===== src/rtl/vcpu_affinity_balancer_core_assert.svh =====
// Assertion macros used by the balancer datapath.
`ifndef VCPU_AFFINITY_BALANCER_CORE_ASSERT_SVH
`define VCPU_AFFINITY_BALANCER_CORE_ASSERT_SVH

// Same-cycle implication.
`define VAB_ASSERT(lbl, clk, rst_n, ante, cons, msg) \
	lbl: assert property (@(posedge clk) disable iff (!rst_n) (ante) |-> (cons)) else $error(msg);

// Next-cycle implication.
`define VAB_ASSERT_NEXT(lbl, clk, rst_n, ante, cons, msg) \
	lbl: assert property (@(posedge clk) disable iff (!rst_n) (ante) |=> (cons)) else $error(msg);

`endif


===== src/rtl/vab_pkg.sv =====
package vab_pkg;

	localparam int DELTA_W       = 48;
	localparam int CPU_FIELD_W   = 4;
	localparam int INDEX_FIELD_W = 5;
	localparam int CFG_W         = 5;
	localparam int QUIET_W       = 4;
	localparam int QUIET_LIMIT   = 6;
	localparam int SCORE_FORCE   = 5;
	localparam logic [CFG_W-1:0] NUM_CPUS_RST = 5'd4;

	typedef enum logic [3:0] {
		ST_LOAD,
		ST_CLR,
		ST_TALLY,
		ST_SCORE,
		ST_DECIDE,
		ST_PCLR,
		ST_PICK,
		ST_FIND,
		ST_PLACE,
		ST_CHECK,
		ST_EMIT_RD,
		ST_EMIT_OUT
	} state_t;

	typedef enum logic [3:0] {
		OP_IDLE,
		OP_LOAD,
		OP_CLR,
		OP_TALLY,
		OP_SCORE,
		OP_DECIDE,
		OP_PCLR,
		OP_PICK,
		OP_FIND,
		OP_PLACE,
		OP_CHECK,
		OP_EMIT_RD,
		OP_EMIT_OUT
	} op_t;

	typedef struct packed {
		op_t op;
	} cmd_t;

	typedef struct packed {
		logic scan_done;
		logic score_stop;
		logic recalc;
		logic place_done;
		logic pos_open;
		logic emit_last;
		logic out_free;
	} status_t;

endpackage


===== src/rtl/vab_ctrl.sv =====
module vab_ctrl
	import vab_pkg::*;
(
	input  logic    clk,
	input  logic    arst_n,
	input  logic    in_valid,
	input  logic    in_last,
	output logic    in_ready,
	input  status_t st,
	output cmd_t    cmd
);

	state_t state_q, state_d;

	always_ff @(posedge clk or negedge arst_n) begin
		if (!arst_n) begin
			state_q <= ST_LOAD;
		end else begin
			state_q <= state_d;
		end
	end

	always_comb begin
		state_d  = state_q;
		in_ready = 1'b0;
		cmd.op   = OP_IDLE;
		unique case (state_q)
			ST_LOAD: begin
				in_ready = 1'b1;
				if (in_valid) begin
					cmd.op = OP_LOAD;
					if (in_last) state_d = ST_CLR;
				end
			end
			ST_CLR: begin
				cmd.op  = OP_CLR;
				state_d = ST_TALLY;
			end
			ST_TALLY: begin
				cmd.op = OP_TALLY;
				if (st.scan_done) state_d = ST_SCORE;
			end
			ST_SCORE: begin
				cmd.op = OP_SCORE;
				if (st.score_stop) state_d = ST_DECIDE;
			end
			ST_DECIDE: begin
				cmd.op  = OP_DECIDE;
				state_d = st.recalc ? ST_PCLR : ST_EMIT_RD;
			end
			ST_PCLR: begin
				cmd.op  = OP_PCLR;
				state_d = ST_PICK;
			end
			ST_PICK: begin
				cmd.op = OP_PICK;
				if (st.place_done) state_d = ST_EMIT_RD;
				else if (st.pos_open) state_d = ST_FIND;
			end
			ST_FIND: begin
				cmd.op = OP_FIND;
				if (st.scan_done) state_d = ST_PLACE;
			end
			ST_PLACE: begin
				cmd.op  = OP_PLACE;
				state_d = ST_CHECK;
			end
			ST_CHECK: begin
				cmd.op  = OP_CHECK;
				state_d = ST_PICK;
			end
			ST_EMIT_RD: begin
				cmd.op  = OP_EMIT_RD;
				state_d = ST_EMIT_OUT;
			end
			ST_EMIT_OUT: begin
				cmd.op = OP_EMIT_OUT;
				if (st.out_free) state_d = st.emit_last ? ST_LOAD : ST_EMIT_RD;
			end
			default: state_d = ST_LOAD;
		endcase
	end

endmodule


===== config.mk =====
export PLATFORM = sky130hd
export DESIGN_NAME = vab_ctrl
export DESIGN_NICKNAME = d
export VERILOG_FILES = /design/src/rtl/vcpu_affinity_balancer_core_assert.svh /design/src/rtl/vab_pkg.sv /design/src/rtl/vab_ctrl.sv
export SDC_FILE = /design/constraint.sdc
export NUM_CORES = 1
export LEC_CHECK = 0
export ABC_AREA = 0
export BUFFER_PORTS_ARGS = -buffer_cell sky130_fd_sc_hd__buf_4
export CAP_MARGIN = 20
export CORE_AREA = 5 5 42 44
export DETAILED_ROUTE_END_ITERATION = 10
export DIE_AREA = 0 0 47 49
export GPL_TIMING_DRIVEN = 0
export PLACE_DENSITY = 0.69
export SYNTH_ARGS = -nofsm -noshare
export SYNTH_HDL_FRONTEND = slang
export SYNTH_SLANG_ARGS = --single-unit

===== constraint.sdc =====
create_clock -name clk -period 1.25 [get_ports clk]
set_input_delay 0.125 -clock clk [delete_from_list [all_inputs] [get_ports clk]]
set_output_delay 0.125 -clock clk [all_outputs]
set_load 0.01 [all_outputs]

Yosys cells after proc, flatten, opt, wreduce, memory -nomap -nowiden
Cells that the tools add are included.

word-level totals
  bits in registers = 4
  word-level logic and storage cells = 36

operators by class
  equality and inequality tests = 18
  mux-type cells = 14
  reductions and logical operators = 3

operators with widths
  kind                  count
  $pmux W4 S12          1
  $pmux W4 S11          1
  $mux W4               10
  $eq A4 B3 Y1 const B  4
  $eq A4 B4 Y1 const B  4
  $ne A2 B2 Y1 const B  6
  $eq A4 B2 Y1 const B  2
  $reduce_and A7 Y1     1
  $eq A4 B1 Y1 const B  1
  $logic_not A4 Y1      1
  $ne A3 B3 Y1 const B  1
  $mux W1               2
  $reduce_or A2 Y1      1

Logic depth before layout (Yosys ltp)
  word-level depth = 3
  depth in mapped cells = 5
  mapped depth without buffers = 4

Least setup slack after synthesis
No wires, ideal clock.

  path kind = register -> register
  start point = register state_q[0]
  end point = register state_q[0]
  library setup time = 0.079 ns
  data arrival time = 1.345 ns
  data required time = 1.171 ns
  setup slack = -0.174 ns
  cell stages (with the launch flop) = 6
  buffers on the path = 1
  clock period less this slack = 1.424 ns
  cell sequence = dfrtp_1 buf_2 nor4_2 nand2_1 nand3_1 mux2i_1

between the ends
  longest elaborated chain between the ends = 3
  elaborated cells on any way between the ends = 22
  those cells by class = eq/ne (18); mux (1); reduce/logical (3)

ends and longest elaborated chain
  what                                                             line            text
  start: declaration                                               vab_ctrl.sv:13  state_t state_q, state_d;
  start signal: assignment                                         vab_ctrl.sv:19  state_q <= state_d;
  $eq A4 B4 Y1, or another cell as far along                       vab_ctrl.sv:27  unique case (state_q)
  $reduce_or A2 Y1 (no source line), or another cell as far along  -
  $pmux W4 S11 or $reduce_and A7 Y1 (tied branches)                -

Several ways; a longest one is shown, not always the timed one.
A chain may end at the register's enable or synchronous reset.

Final worst setup path
  start point = register state_q[3]
  end point = register state_q[0]

Same word-level chain as after synthesis.

==> impl_metrics.ini <==
[layout]
top_regs = state_q x4
finalInstanceArea_um2 = 721
nNetsFinal = 94
area_growth_pct = 72.5
n_antenna_cell = 0
largest_reg_flops = 4
layout-drive-gt1-share_pct = 54.3
top_register = state_q
final_core_util_pct = 51.4

[timing]
layout_min_cycle_time_ns = 1.52
finalMaxSlewViolations = 0
max-slew-margin-rel_pct = 78.2
skew_ns = 0.00555
min_period_over_period_pct = 121
hold_viol = 0
tightestPinTransition_ns = 0.327
worst_slack_ns = -0.266
report.final.setup_viol = 9
rsz0062_at_grt = yes
holdWs_ns = 0.217
max_freq_mhz = 659

[status]
status = finished, violations left
violations = negative setup slack

[hold_path]
hp-class = input port to flop

[place]
dp_slack_ns = -0.293
port-buffer-count = 15
place_area_um2 = 576
hpwl_um = 903
gp_congestion = 0.845

[detailed_routing]
vias_per_cell = 5.39
drt_first_pass_iters = 4
drc = 0
routed_wl_um = 1360
wl_per_cell_um = 14.1
drtIter0Drc = 9
routed-via-count = 523
ant_nets = 0

[setup_path]
cp_max_fo = 6
crit_type = flop to flop
arrival_ns = 1.66
cp-end-kind = flop
critPathBufInv = 0
critPathMaxStageDelay_ns = 0.45
cp.required_ns = 1.39
cp_top_family = multiplexers
crit_chain = mux2_4, o32a_1, nand3_2, mux2i_1
cp_slowest_cell = dfrtp_2
start_kind = flop

[floorplanning]
die_area_um2 = 2300
std_cell_rows = 14
coreArea_um2 = 1400
die_h_um = 49
die_x_um = 47
pin_count = 16
start_util_pct = 29.8

[synthesis]
synth_top_area_cell = dfrtp_1
ys.flop_type = dfrtp_1
synth_cell_type_count = 28
synth_area_um2 = 418
synth_top_area_share_pct = 24.0
syn_area_per_cell_um2 = 7.74
synth-edff-count = 0
ys_top_cells_by_count = 4 x buf_2, 4 x dfrtp_1, 4 x nand2_1, 4 x nand2b_1, 4 x o21ai_0
seq_area_frac_synth_pct = 24.0
ys_seq_elements = 4
synthCells = 54
yosys-top-cells-area = dfrtp_1 24%, nand2b_1 6.0%, a21o_1 5.4%
yosys_warnings = 0
async_flop_share_pct = 100
syn-num-nets = 65

[power_and_ir_drop]
ir_drop_mv = 1.07
power_density_nw_per_um2 = 2550
p_leak_uw = 0.000334
power.total_uw = 1830

[clock_network]
htreeDepth = 1
cts.clk_slew.worst_paths_ns = 0.04
cts_sinks = 4
cts_buffer_depth = 2
root_buffer = clkbuf_4
cts_tree = yes
clk_latency_ns = 0.23
cts_buffers = 3

[global_routing]
grt_overflow = 0
grt_max_degree = 11
grt.total_usage_pct = 13.0
grt_pass1_wl_um = 2220
antenna_found_initial = 0
grt_pass1_vias = 531

[flow_run]
maxCapViolations = 0
==> kinds of logic after synthesis <==
logic type      Yosys count  synth area share (%)
compound gates           17                  28.7
xor+xnor                  2                  4.19
flops                     4                  24.0
mux                       2                  5.09
simple gates             21                  29.6
buf+inv                   8                  8.38
==> power breakdown <==
group	internal [µW]	switching, µW	total (µW)
Sequential	195	79.7	275
Combinational	725	677	1400
Clock	107	50.0	157
Total	1030	807	1830
==> tightest hold or removal path: cells and delay by family <==
family | cells | cell delay (ns)
AND/OR/NAND/NOR | 1 | 0.11
buffers and inverters | 1 | 0.09
AO/OA/AOI/OAI | 1 | 0.07
==> per-layer routing <==
metal / wire length (µm) / GRT usage, % / share of wire, %
met2: 737 / 21.0 / 54
met3: 48 / 3.32 / 3.5
met4: 0 / 4.15 / 0
met5: 0 / 0 / 0
met1: 577 / 16.1 / 42
==> cell type report <==
class	instances	area [µm²]
clock buffers	3	22.5
plain buffers	4	41.3
fillers	143	681
inverters	4	15.0
multi-input cells	42	335
flip-flops and latches	4	103
repair buffers	24	184
well taps	16	20.0
==> through the flow <==
| step | TNS, ns | std cells |
|---|---|---|
| floorplan | -0.336 | 54 |
| global placement | -0.873 | 85 |
| detailed placement | -0.969 | 85 |
| CTS | -1.42 | 94 |
| global route | -1.96 | 97 |
| finish | -1.45 | 97 |
==> layout by cell type (no fill, tap or decap), types with 2 or more instances in the layout <==
master | synthesis | final
a21o_1 | 3 | 3
a21oi_1 | 3 | 2
buf_4 | 0 | 22
buf_6 | 0 | 4
clkbuf_4 | 0 | 3
dfrtp_1 | 4 | 2
dfrtp_2 | 0 | 2
inv_1 | 2 | 2
inv_2 | 2 | 2
nand2_1 | 4 | 4
nand2b_1 | 4 | 3
nor2_1 | 3 | 3
o21ai_0 | 4 | 2
o21ai_1 | 0 | 2
==> repair_timing <==
item                       in CTS  in global routing
setup buffers                   5                  2
hold endpoints to repair        4                  0
gates resized for setup        12                  5
setup endpoints to repair       9                  9
gates cloned                    0                  1
pin swaps                       3                  4
hold buffers                    1                  0
==> path summary, 6_finish.rpt <==
path	from	end	slack, ns	depth (start not counted)
hold / removal	st[0]	state_q[3]$_DFFE_PN0P_	0.22	3
min in group asynchronous	arst_n	state_q[0]$_DFFE_PN0P_	0.23	2
hold reg to reg	state_q[2]$_DFFE_PN0P_	state_q[1]$_DFFE_PN0P_	0.73	2
setup reg to reg	state_q[3]$_DFFE_PN0P_	state_q[0]$_DFFE_PN0P_	-0.27	4
max in group asynchronous	arst_n	state_q[2]$_DFFE_PN0P_	0.91	2
setup / recovery	state_q[3]$_DFFE_PN0P_	state_q[0]$_DFFE_PN0P_	-0.27	4
Power figures use the tool's default switching activity.
